[src/sv/rfb_pkg.sv]
// shared types and constants for the ring fifo burst unit
`timescale 1ns / 1ps

package rfb_pkg;

   localparam int COUNT_W            = 5;
   localparam int CMD_W              = 2;
   localparam int STATUS_W           = 2;
   localparam int MAX_BURST          = 16;
   localparam int DEPTH_DEFAULT      = 16;
   localparam int DATA_WIDTH_DEFAULT = 8;

   typedef enum logic [CMD_W-1:0] {
      CMD_CLEAR = 2'd0,
      CMD_PUT   = 2'd1,
      CMD_GET   = 2'd2,
      CMD_NOP   = 2'd3
   } cmd_type;

   typedef enum logic [STATUS_W-1:0] {
      ST_OK    = 2'd0,
      ST_FULL  = 2'd1,
      ST_EMPTY = 2'd2
   } status_type;

   // decoded command as it travels from front to back
   typedef struct packed {
      cmd_type              cmd;
      logic [COUNT_W-1:0]   cnt;
   } op_type;

   localparam int OP_W = $bits(op_type);

endpackage

[src/sv/rfb_channels.sv]
// request and response channel interfaces of the ring fifo burst unit
`timescale 1ns / 1ps

interface rfb_req_if
   import rfb_pkg::*;
#(
   parameter int DATA_WIDTH = DATA_WIDTH_DEFAULT
);
   logic                  valid;
   logic                  ready;
   logic [CMD_W-1:0]      command;
   logic [COUNT_W-1:0]    count;
   logic [DATA_WIDTH-1:0] data_in;

   modport source (output valid, command, count, data_in, input ready);
   modport sink   (input valid, command, count, data_in, output ready);
endinterface

interface rfb_rsp_if
   import rfb_pkg::*;
#(
   parameter int DATA_WIDTH = DATA_WIDTH_DEFAULT,
   parameter int DEPTH      = DEPTH_DEFAULT
);
   localparam int OCC_W = $clog2(DEPTH + 1);

   logic                  valid;
   logic                  ready;
   logic [STATUS_W-1:0]   status;
   logic [DATA_WIDTH-1:0] data_out;
   logic                  last;
   logic [OCC_W-1:0]      occupancy;

   modport source (output valid, status, data_out, last, occupancy, input ready);
   modport sink   (input valid, status, data_out, last, occupancy, output ready);
endinterface

[src/sv/rfb_front.sv]
// front end: takes request words and decodes them for the command queue
`timescale 1ns / 1ps

module rfb_front
   import rfb_pkg::*;
#(
   parameter int DATA_WIDTH = DATA_WIDTH_DEFAULT
) (
   rfb_req_if.sink               req_bus,
   output logic                  push_valid,
   input  logic                  push_ready,
   output op_type                push_op,
   output logic [DATA_WIDTH-1:0] push_data
);

   always_comb begin
      push_op.cmd = cmd_type'(req_bus.command);
      // a zero count means one
      push_op.cnt = (req_bus.count == '0) ? COUNT_W'(1) : req_bus.count;
   end

   assign push_data     = req_bus.data_in;
   assign push_valid    = req_bus.valid;
   assign req_bus.ready = push_ready;

endmodule

[src/sv/rfb_queue.sv]
// two-entry command queue between front end and back end
`timescale 1ns / 1ps

module rfb_queue #(
   parameter int WIDTH = 8
) (
   input  logic             clock,
   input  logic             reset,
   input  logic             push_valid,
   output logic             push_ready,
   input  logic [WIDTH-1:0] push_data,
   output logic             pop_valid,
   input  logic             pop_ready,
   output logic [WIDTH-1:0] pop_data
);

   logic [WIDTH-1:0] slot_ff [2];
   logic             wr_ptr_ff, wr_ptr_in;
   logic             rd_ptr_ff, rd_ptr_in;
   logic [1:0]       used_ff, used_in;
   logic             push_go, pop_go;

   assign push_ready = (used_ff != 2'd2);
   assign pop_valid  = (used_ff != 2'd0);
   assign pop_data   = slot_ff[rd_ptr_ff];
   assign push_go    = push_valid & push_ready;
   assign pop_go     = pop_valid & pop_ready;

   always_comb begin
      wr_ptr_in = push_go ? ~wr_ptr_ff : wr_ptr_ff;
      rd_ptr_in = pop_go  ? ~rd_ptr_ff : rd_ptr_ff;
      used_in   = used_ff + {1'b0, push_go} - {1'b0, pop_go};
   end

   always_ff @(posedge clock) begin
      if (reset) begin
         wr_ptr_ff <= 1'b0;
         rd_ptr_ff <= 1'b0;
         used_ff   <= 2'd0;
      end else begin
         wr_ptr_ff <= wr_ptr_in;
         rd_ptr_ff <= rd_ptr_in;
         used_ff   <= used_in;
      end
   end

   always_ff @(posedge clock) begin
      if (push_go) begin
         slot_ff[wr_ptr_ff] <= push_data;
      end
   end

endmodule

[src/sv/rfb_back.sv]
// back end: ring storage, occupancy, put runs and get bursts
`timescale 1ns / 1ps

module rfb_back
   import rfb_pkg::*;
#(
   parameter int DEPTH      = DEPTH_DEFAULT,
   parameter int DATA_WIDTH = DATA_WIDTH_DEFAULT
) (
   input  logic                  clock,
   input  logic                  reset,
   input  logic                  op_valid,
   output logic                  op_ready,
   input  op_type                op,
   input  logic [DATA_WIDTH-1:0] op_data,
   rfb_rsp_if.source             rsp_bus
);

   localparam int IDX_W = $clog2(DEPTH);
   localparam int OCC_W = $clog2(DEPTH + 1);
   localparam int CMP_W = ((OCC_W > COUNT_W) ? OCC_W : COUNT_W) + 1;

   typedef enum logic {
      S_IDLE,
      S_BURST
   } state_type;

   logic [DATA_WIDTH-1:0] mem [DEPTH];

   state_type             state_ff, state_in;
   logic [IDX_W-1:0]      wr_idx_ff, wr_idx_in;
   logic [IDX_W-1:0]      rd_idx_ff, rd_idx_in;
   logic [OCC_W-1:0]      fill_ff, fill_in;
   logic [COUNT_W-1:0]    put_rem_ff, put_rem_in;
   logic                  put_refused_ff, put_refused_in;
   logic [COUNT_W-1:0]    burst_rem_ff, burst_rem_in;

   logic                  out_valid_ff, out_valid_in;
   status_type            out_status_ff, out_status_in;
   logic                  out_last_ff, out_last_in;
   logic [OCC_W-1:0]      out_occ_ff, out_occ_in;
   logic [DATA_WIDTH-1:0] out_data_ff;

   logic                  advance;
   logic                  do_write;
   logic                  do_read;
   logic [COUNT_W-1:0]    run_len;
   logic                  run_refused;
   logic                  get_short;

   function automatic logic [IDX_W-1:0] next_idx(input logic [IDX_W-1:0] idx);
      next_idx = (idx == IDX_W'(DEPTH - 1)) ? '0 : idx + IDX_W'(1);
   endfunction

   // output slot is free or being emptied this cycle
   assign advance  = ~out_valid_ff | rsp_bus.ready;
   assign op_ready = (state_ff == S_IDLE) & advance;

   always_comb begin
      state_in       = state_ff;
      wr_idx_in      = wr_idx_ff;
      rd_idx_in      = rd_idx_ff;
      fill_in        = fill_ff;
      put_rem_in     = put_rem_ff;
      put_refused_in = put_refused_ff;
      burst_rem_in   = burst_rem_ff;
      out_valid_in   = out_valid_ff & ~rsp_bus.ready;
      out_status_in  = out_status_ff;
      out_last_in    = out_last_ff;
      out_occ_in     = out_occ_ff;
      do_write       = 1'b0;
      do_read        = 1'b0;

      // first item of a run takes the length and does the space check
      run_len     = (put_rem_ff == '0) ? op.cnt : put_rem_ff;
      run_refused = (put_rem_ff == '0)
                  ? ((CMP_W'(fill_ff) + CMP_W'(op.cnt)) > CMP_W'(DEPTH))
                  : put_refused_ff;
      get_short   = (CMP_W'(op.cnt) > CMP_W'(fill_ff))
                  | (CMP_W'(op.cnt) > CMP_W'(MAX_BURST));

      unique case (state_ff)
         S_IDLE: begin
            if (op_valid && advance) begin
               out_valid_in  = 1'b1;
               out_status_in = ST_OK;
               out_last_in   = 1'b1;
               out_occ_in    = fill_ff;
               unique case (op.cmd)
                  CMD_CLEAR: begin
                     wr_idx_in      = '0;
                     rd_idx_in      = '0;
                     fill_in        = '0;
                     put_rem_in     = '0;
                     put_refused_in = 1'b0;
                     out_occ_in     = '0;
                  end
                  CMD_PUT: begin
                     if (run_refused || fill_ff == OCC_W'(DEPTH)) begin
                        out_status_in = ST_FULL;
                     end else begin
                        do_write   = 1'b1;
                        wr_idx_in  = next_idx(wr_idx_ff);
                        fill_in    = fill_ff + OCC_W'(1);
                        out_occ_in = fill_ff + OCC_W'(1);
                     end
                     put_rem_in     = run_len - COUNT_W'(1);
                     put_refused_in = (run_len == COUNT_W'(1)) ? 1'b0 : run_refused;
                  end
                  CMD_GET: begin
                     if (get_short) begin
                        out_status_in = ST_EMPTY;
                     end else begin
                        do_read     = 1'b1;
                        rd_idx_in   = next_idx(rd_idx_ff);
                        fill_in     = fill_ff - OCC_W'(1);
                        out_occ_in  = fill_ff - OCC_W'(1);
                        out_last_in = (op.cnt == COUNT_W'(1));
                        if (op.cnt != COUNT_W'(1)) begin
                           state_in     = S_BURST;
                           burst_rem_in = op.cnt - COUNT_W'(1);
                        end
                     end
                  end
                  CMD_NOP: begin
                  end
                  default: begin
                  end
               endcase
            end
         end
         S_BURST: begin
            if (advance) begin
               do_read       = 1'b1;
               rd_idx_in     = next_idx(rd_idx_ff);
               fill_in       = fill_ff - OCC_W'(1);
               burst_rem_in  = burst_rem_ff - COUNT_W'(1);
               out_valid_in  = 1'b1;
               out_status_in = ST_OK;
               out_occ_in    = fill_ff - OCC_W'(1);
               out_last_in   = (burst_rem_ff == COUNT_W'(1));
               if (burst_rem_ff == COUNT_W'(1)) begin
                  state_in = S_IDLE;
               end
            end
         end
         default: begin
            state_in = S_IDLE;
         end
      endcase
   end

   always_ff @(posedge clock) begin
      if (reset) begin
         state_ff       <= S_IDLE;
         wr_idx_ff      <= '0;
         rd_idx_ff      <= '0;
         fill_ff        <= '0;
         put_rem_ff     <= '0;
         put_refused_ff <= 1'b0;
         burst_rem_ff   <= '0;
         out_valid_ff   <= 1'b0;
      end else begin
         state_ff       <= state_in;
         wr_idx_ff      <= wr_idx_in;
         rd_idx_ff      <= rd_idx_in;
         fill_ff        <= fill_in;
         put_rem_ff     <= put_rem_in;
         put_refused_ff <= put_refused_in;
         burst_rem_ff   <= burst_rem_in;
         out_valid_ff   <= out_valid_in;
      end
   end

   // response payload and registered memory read
   always_ff @(posedge clock) begin
      out_status_ff <= out_status_in;
      out_last_ff   <= out_last_in;
      out_occ_ff    <= out_occ_in;
      if (do_read) begin
         out_data_ff <= mem[rd_idx_ff];
      end else if (advance) begin
         out_data_ff <= '0;
      end
   end

   always_ff @(posedge clock) begin
      if (do_write) begin
         mem[wr_idx_ff] <= op_data;
      end
   end

   assign rsp_bus.valid     = out_valid_ff;
   assign rsp_bus.status    = out_status_ff;
   assign rsp_bus.data_out  = out_data_ff;
   assign rsp_bus.last      = out_last_ff;
   assign rsp_bus.occupancy = out_occ_ff;

endmodule

[src/sv/ring_fifo_burst_unit.sv]
// top level of the ring fifo burst unit
//
// circular fifo of DEPTH words with burst put and get commands
// req_bus: command (clear, put, get, nop), count, data_in, valid/ready
// rsp_bus: status, data_out, last, occupancy, valid/ready
// a put run is count put words; the first one checks free space for the
// whole run, and a short run is refused word by word with status full
// a get of count words either returns one empty result or count data words
// oldest first, last set on the final one; every result carries occupancy
// a word's first result passes two registers: the accept edge writes the command queue,
// and the response register loads once the back end takes the word from the queue
// throughput: one request word per cycle for clear, put and refused gets while the back
// end is idle and the receiver is ready; an accepted get holds the back end in burst
// state, reading one data word at a time through the single memory read port
// the two-entry queue keeps taking words while the back end is busy
// a stalled receiver freezes the response register and the back end;
// the queue then fills and req ready drops
// reset empties the fifo and queue and ends any put run; storage not cleared
`timescale 1ns / 1ps

module ring_fifo_burst_unit
   import rfb_pkg::*;
#(
   parameter int DEPTH      = DEPTH_DEFAULT,
   parameter int DATA_WIDTH = DATA_WIDTH_DEFAULT
) (
   input  logic       clock,
   input  logic       reset,
   rfb_req_if.sink    req_bus,
   rfb_rsp_if.source  rsp_bus
);

   localparam int QW = OP_W + DATA_WIDTH;

   // front to queue
   logic                  push_valid;
   logic                  push_ready;
   op_type                push_op;
   logic [DATA_WIDTH-1:0] push_data;

   // queue to back
   logic                  pop_valid;
   logic                  pop_ready;
   logic [QW-1:0]         pop_word;
   op_type                pop_op;
   logic [DATA_WIDTH-1:0] pop_data;

   rfb_front #(
      .DATA_WIDTH (DATA_WIDTH)
   ) u_front (
      .req_bus    (req_bus),
      .push_valid (push_valid),
      .push_ready (push_ready),
      .push_op    (push_op),
      .push_data  (push_data)
   );

   rfb_queue #(
      .WIDTH (QW)
   ) u_queue (
      .clock      (clock),
      .reset      (reset),
      .push_valid (push_valid),
      .push_ready (push_ready),
      .push_data  ({push_op, push_data}),
      .pop_valid  (pop_valid),
      .pop_ready  (pop_ready),
      .pop_data   (pop_word)
   );

   // split queue word back into decoded command and element
   assign pop_op   = op_type'(pop_word[QW-1:DATA_WIDTH]);
   assign pop_data = pop_word[DATA_WIDTH-1:0];

   rfb_back #(
      .DEPTH      (DEPTH),
      .DATA_WIDTH (DATA_WIDTH)
   ) u_back (
      .clock    (clock),
      .reset    (reset),
      .op_valid (pop_valid),
      .op_ready (pop_ready),
      .op       (pop_op),
      .op_data  (pop_data),
      .rsp_bus  (rsp_bus)
   );

endmodule
[src/flat_wrapper.sv]
// flat-port wrapper written by rule: the top's interface ports become plain ports
module ring_fifo_burst_unit_flat import rfb_pkg::*;
#(
   parameter int DEPTH      = DEPTH_DEFAULT,
   parameter int DATA_WIDTH = DATA_WIDTH_DEFAULT
)
  (clock, reset, req_bus_valid, req_bus_command, req_bus_count, req_bus_data_in, req_bus_ready, rsp_bus_valid, rsp_bus_status, rsp_bus_data_out, rsp_bus_last, rsp_bus_occupancy, rsp_bus_ready);
  rfb_req_if #(.DATA_WIDTH(DATA_WIDTH)) req_bus_i ();
  rfb_rsp_if #(.DATA_WIDTH(DATA_WIDTH), .DEPTH(DEPTH)) rsp_bus_i ();
  input  logic clock;
  input  logic reset;
  input wire logic [$bits(req_bus_i.valid)-1:0] req_bus_valid;
  input wire logic [$bits(req_bus_i.command)-1:0] req_bus_command;
  input wire logic [$bits(req_bus_i.count)-1:0] req_bus_count;
  input wire logic [$bits(req_bus_i.data_in)-1:0] req_bus_data_in;
  output wire logic [$bits(req_bus_i.ready)-1:0] req_bus_ready;
  output wire logic [$bits(rsp_bus_i.valid)-1:0] rsp_bus_valid;
  output wire logic [$bits(rsp_bus_i.status)-1:0] rsp_bus_status;
  output wire logic [$bits(rsp_bus_i.data_out)-1:0] rsp_bus_data_out;
  output wire logic [$bits(rsp_bus_i.last)-1:0] rsp_bus_last;
  output wire logic [$bits(rsp_bus_i.occupancy)-1:0] rsp_bus_occupancy;
  input wire logic [$bits(rsp_bus_i.ready)-1:0] rsp_bus_ready;
  assign req_bus_i.valid = req_bus_valid;
  assign req_bus_i.command = req_bus_command;
  assign req_bus_i.count = req_bus_count;
  assign req_bus_i.data_in = req_bus_data_in;
  assign req_bus_ready = req_bus_i.ready;
  assign rsp_bus_valid = rsp_bus_i.valid;
  assign rsp_bus_status = rsp_bus_i.status;
  assign rsp_bus_data_out = rsp_bus_i.data_out;
  assign rsp_bus_last = rsp_bus_i.last;
  assign rsp_bus_occupancy = rsp_bus_i.occupancy;
  assign rsp_bus_i.ready = rsp_bus_ready;
  ring_fifo_burst_unit #(.DEPTH(DEPTH), .DATA_WIDTH(DATA_WIDTH)) u_core (.clock(clock), .reset(reset), .req_bus(req_bus_i), .rsp_bus(rsp_bus_i));
endmodule
[config.mk]
export PLATFORM = sky130hd
export DESIGN_NAME = ring_fifo_burst_unit_flat
export DESIGN_NICKNAME = d
export VERILOG_FILES = /design/src/sv/rfb_pkg.sv /design/src/sv/rfb_channels.sv /design/src/sv/rfb_front.sv /design/src/sv/rfb_queue.sv /design/src/sv/rfb_back.sv /design/src/sv/ring_fifo_burst_unit.sv /design/src/flat_wrapper.sv
export SDC_FILE = /design/constraint.sdc
export NUM_CORES = 1
export LEC_CHECK = 0
export ABC_AREA = 1
export BUFFER_PORTS_ARGS = -buffer_cell sky130_fd_sc_hd__clkbuf_2
export CAP_MARGIN = 30
export CORE_ASPECT_RATIO = 0.7
export CORE_UTILIZATION = 60
export DETAILED_ROUTE_END_ITERATION = 16
export PLACE_DENSITY = 0.9
export REMOVE_ABC_BUFFERS = 1
export SYNTH_ARGS = -nofsm -noshare
export SYNTH_HDL_FRONTEND = slang
export SYNTH_HIERARCHICAL = 1
export SYNTH_SLANG_ARGS = --single-unit
[constraint.sdc]
create_clock -name clock -period 4.05 [get_ports clock]
set_input_delay 0.81 -clock clock [delete_from_list [all_inputs] [get_ports clock]]
set_output_delay 0.81 -clock clock [all_outputs]
set_load 0.03 [all_outputs]
# --- Yosys cells after proc, flatten, opt, wreduce, memory -nomap -nowiden ---
# Memory sizes are Yosys's and may differ from the RTL's. A register that Yosys moved wholly into a read port is not among the register bits.
# Cells that the tools add are included.
# Widths: inputs -> output; s select.
word_totals:
  ff_bits: 46
  ram_bits: 158
  input_bits: 19
  out_inout_bits: 18
  wordCells: 139
  n_memories: 2
classes:
  add_sub_neg: 10
  magnitude_cmp: 3
  eq_ne: 18
  mux: 67
  bitwise: 11
  reduce_logical: 13
memory_table:
  columns: ["name", "depth", "word_bits", "rd", "rd_ports_with_merged_regs", "write_ports", "line_no", "text"]
  rows:
  - ["u_core.u_back.mem", 16, 8, 1, 1, 1, "rfb_back.sv:28", "logic [DATA_WIDTH-1:0] mem [DEPTH];"]
  - ["u_core.u_queue.slot_ff", 2, 15, 1, 1, 1, "rfb_queue.sv:17", "logic [WIDTH-1:0] slot_ff [2];"]
op_table:
  columns: ["op", "count"]
  rows:
  - ["$mux 5", 11]
  - ["$mux 4", 8]
  - ["$pmux 5 s2", 3]
  - ["$mux 1", 29]
  - ["$pmux 4 s2", 3]
  - ["$sub 5x1->5 const B", 4]
  - ["$mux 8", 2]
  - ["$eq 5x1->1 const B", 3]
  - ["$pmux 5 s3", 1]
  - ["$logic_not 5->1", 2]
  - ["$pmux 1 s2", 5]
  - ["$add 4x1->4 const B", 2]
  - ["$eq 4x4->1 const B", 2]
  - ["$ne 2x1->1 const B", 4]
  - ["$pmux 2 s2", 2]
  - ["$reduce_and 4->1", 2]
  - ["$add 5x5->6", 1]
  - ["$gt 6x5->1 const B", 1]
  - ["$mux 2", 3]
  - ["$ne 2x2->1 const B", 3]
  - ["$reduce_bool 2->1", 3]
  - ["$add 5x1->5 const B", 1]
  - ["$eq 5x5->1 const B", 1]
  - ["$gt 5x5->1", 1]
  - ["17 further kinds", 25]

# --- Depth between registers and ports, before layout ---
logic_depth:
  ltp_word: 10
  mapped_depth: 22
  ltp_nobuf: 20

# --- Modules after synthesis ---
# Netlist, hierarchy kept.
by_module_without_submodules:
  columns: ["module", "instances", "cells_each", "area_per_inst_um2", "seq_area_each_um2"]
  rows:
  - ["rfb_back", 1, 748, 7940.1, 4924.7]
  - ["rfb_queue", 1, 83, 1388.8, 1001.0]
  - ["rfb_front", 1, 21, 123.9, 0.0]

# --- Worst setup path after synthesis ---
# OpenSTA, ideal clock, no wires.
synth_path:
  kind: "reg-to-reg"
  start: "register with a tool-made name"
  end: "memory u_core/u_back/mem[7][0] (netlist name), enable pin"
  setup_ns: 0.383
  arrival_ns: 2.605
  required_ns: 3.667
  setup_slack_ns: 1.062
  stages_incl_launch_ff: 15
  path_buffers: 2
  synth_period_minus_slack_ns: 2.988
  path_cell_list: "dfxtp_1 > buf_6 > buf_12 > mux2_4 > ha_1 > inv_1 > fa_1 > nand2_1 > a21oi_1 > nand2_1 > nand2_1 > nand2_2 > nand2_4 > nand4_2 > nor3_1"
synth_lines:
  columns: ["element", "line_no"]
  rows:
  - ["end: declaration", "rfb_back.sv:28"]

==> metrics.txt <==
first-pass GRT wire length=33.6 mm; routed vias=6,742; Root Driver=clkbuf_16; area of the multi-input gates=3010 um^2; row cnt=37; largest stage delay on the critical path=650 ps; wire per inst=20.3 um; antenna violations before repair=0; top-area cell type share of the netlist area=55.3%; met2 GRT Util=41.0%; Simple-Gate Fraction of Synth Area=13.7%; Final Setup Violations=0; Fillers=1,013; Final Util=68.4%; crit-path max FO=8; TNS Setup=0 ps; FF-to-FF setup slack=560 ps; grt total ovfl=0; clk slew on worst S/H paths=60 ps; Critical Path Sink Type=register; P_leak=3.86 nW; Post-synth top cells=edfxtp_1 (174), nor2_1 (113), nand2_1 (95); GR Layer Usage met3=6.71%; Max Clk Rate=286 MHz; unrepaired setup endpoints after global routing=false; maximum clock insertion buffer count=3; Worst Path Buf+Inv=3; Clock Sink Count=209; die width=152 um; number of remaining DRC errors=2; buffers added on ports=36; xor/xnor share of the synthesized area=1.01%; Cell Area, Placed=9690 um^2; post-route design area=10,300 um^2; vias per cell=6.24; GR peak layer=met2; Worst Hold Class=reg2reg; Final Cycle Share=86.3%; crit path DAT=3610 ps; CP Launch Type=register; CP Depth=15; post-CTS setup buffers=0; Fin Clk Skew=17.4 ps; yosys warns=6; die area=16,300 um^2; Worst-Margin Slew=987 ps; vias in the first global route=6,212; count leader, synth=edfxtp_1; maxcap violations=0; critical path class=reg2reg; critical path endpoint=u_core/u_back/mem[4][4]; cell mode on critical path=nand2_1; post-synthesis sequential area ratio=62.7%; Starting Density=62.8%; hold_buf cts=0; run status=finished, violations left; Routed WL=21.9 mm; final non-filler cell total=1,080; reg2reg end=u_core/u_back/mem[4][4]; largest family of logic cells by synthesized area=simple AND/OR/NAND/NOR gates; Pre-antenna DRT Iters=12; Core ar.=15,000 um^2; Detail Route Antenna Nets=0; initial drt markers=1,016; HPWL after DPL=14.3 mm; Max H-tree Level=1; CP required=4170 ps; hold violation count in the final report=0; CTS tree=yes; number of flops mapped to enable cells by yosys=174; synth top area cells=edfxtp_1 (55%), dfxtp_1 (7.4%), nor2_1 (4.5%); Crit-path slowest cell=nor2_1; share of layout cells above drive strength 1=13.3%; worst-case vdd ir drop=0.000422 V; Seq cells post-synth=209; GR Util met1=38.9%; Synth Area in Adders=4.05%; Post-Syn Area=9450 um^2; largest net degree at the start of global routing=65; Clk Latency, worst-skew pair=490 ps; leading area contributor after synthesis=edfxtp_1; max-slew violation count=0; placed insts=1,044; fin crit period=3490 ps; Slew headroom=34.1%; total CTS buffers=20; GP Congestion=0.934; CP top delay family=simple AND/OR/NAND/NOR gates; total I/O pin count=37; async set-or-reset flop fraction in the synthesized netlist=0%; Final #Nets=920; critical-path cell list=mux2_4 > ha_1 > inv_1 > fa_1 > inv_1 > nand2_1 > a21oi_1 > nand2_1 > nand2_1 > nand2_2 > nand2_4 > nand4_2 > inv_1 > nand2_1 > nor2_1; Synth Instances=852; failing checks=DRC; pwr/cell area=700 nW/um^2; syn avg cell area=11.1 um^2; area delta synth->final=8.84%; R2R depth=15; diode count=0; All-Layer GR Usage=27.2%; Die Y=107 um; post-synthesis mux area share=2.18%; synth unique cells=45; Reg area=5930 um^2; Synth Area in Compound Gates=11.0%; ys flop type=edfxtp_1; Resized Gates After CTS=0
==> through the flow <==
stage / setup slack [ps] / total power, mW / hold WS (ps)
finish: 557 / 7.21 / 478
global route: 370 / 7.53 / 505
CTS: 611 / 7.15 / 477
detailed placement: 635 / 5.44 / 468
global placement: 776 / 5.33 / 449
floorplan: 796 / 4.68 / 434
==> final cells by class <==
class	instances	area share (%)
timing repair buffer	44	2.33
sequential	209	57.6
clock buffer	28	5.36
clock inverter	8	0.462
multi-input combinational	525	29.3
inverter	71	2.59
tap	195	2.37
==> registers in the layout, summed over array words and instances, names as in the netlist, 2 cells and up, named ones only <==
register,flops
u_core/u_back/put_rem_ff,5
u_core/u_back/wr_idx_ff,4
u_core/u_queue/used_ff,2
u_core/u_back/mem,128
u_core/u_back/rsp_bus.occupancy,5
u_core/u_back/fill_ff,5
u_core/u_queue/slot_ff,30
u_core/u_back/burst_rem_ff,5
u_core/u_back/rsp_bus.status,2
u_core/u_back/rd_idx_ff,4
u_core/u_back/rsp_bus.data_out,8
==> routing by layer <==
layer  share of wire, %  routed length, um
met1                 40               8800
met2                 44               9560
met3                 14               3020
met4                2.3                494
met5                  0                  0
==> cell families after synthesis <==
| logic type | Yosys count |
|---|---|
| compound gates | 177 |
| xor+xnor | 10 |
| fa+ha+maj | 30 |
| buf+inv | 118 |
| flops | 209 |
| mux | 15 |
| simple gates | 293 |
==> layout by cell type (no fill, tap or decap), types with 3 or more instances in the layout <==
cell type,n
nand2_4,3
xor2_1,7
ha_1,29
mux2_4,10
a211oi_1,3
buf_4,8
nand3_1,46
clkinv_1,4
o21ai_0,82
edfxtp_1,174
inv_1,68
o21ai_1,3
nor2_1,113
clkbuf_16,21
a21oi_1,47
nand2_2,7
o221ai_1,28
nor3_1,11
nand2_1,95
nor2_4,4
or2_2,5
mux2_2,5
dfxtp_1,34
clkbuf_1,7
clkbuf_2,36
o22ai_1,4
==> power breakdown <==
group / internal [mW] / switching, mW / leakage, nW
logic: 0.760 / 1.83 / 1.68
clock network: 0.960 / 0.761 / 0.293
registers: 2.73 / 0.171 / 1.89
total: 4.45 / 2.76 / 3.86
==> worst min-delay path by stage <==
stage / depth (start not counted) / endpoint / slack (ps) / startpoint
3_3_place_gp: 2 / u_core/u_back/put_refused_ff / 450 / u_core/u_back/put_refused_ff
5_1_grt: 1 / u_core/u_queue/slot_ff[0][1] / 510 / req_bus_data_in[1]
2_1_floorplan: 2 / u_core/u_back/put_refused_ff / 430 / u_core/u_back/put_refused_ff
3_5_place_dp: 2 / u_core/u_back/put_refused_ff / 470 / u_core/u_back/put_refused_ff
4_1_cts: 2 / u_core/u_back/put_refused_ff / 480 / u_core/u_back/put_refused_ff
6_report: 2 / u_core/u_back/put_refused_ff / 480 / u_core/u_back/put_refused_ff
==> worst reg2reg max path, delay by kind of cell (launching register included) <==
kind	cells	cell delay, ps
buf+inv	3	310
compound gates	1	150
simple gates	8	1370
fa+ha+maj	2	550
flops	1	510
mux	1	250
No activity file was read; power rests on OpenSTA's default activity.
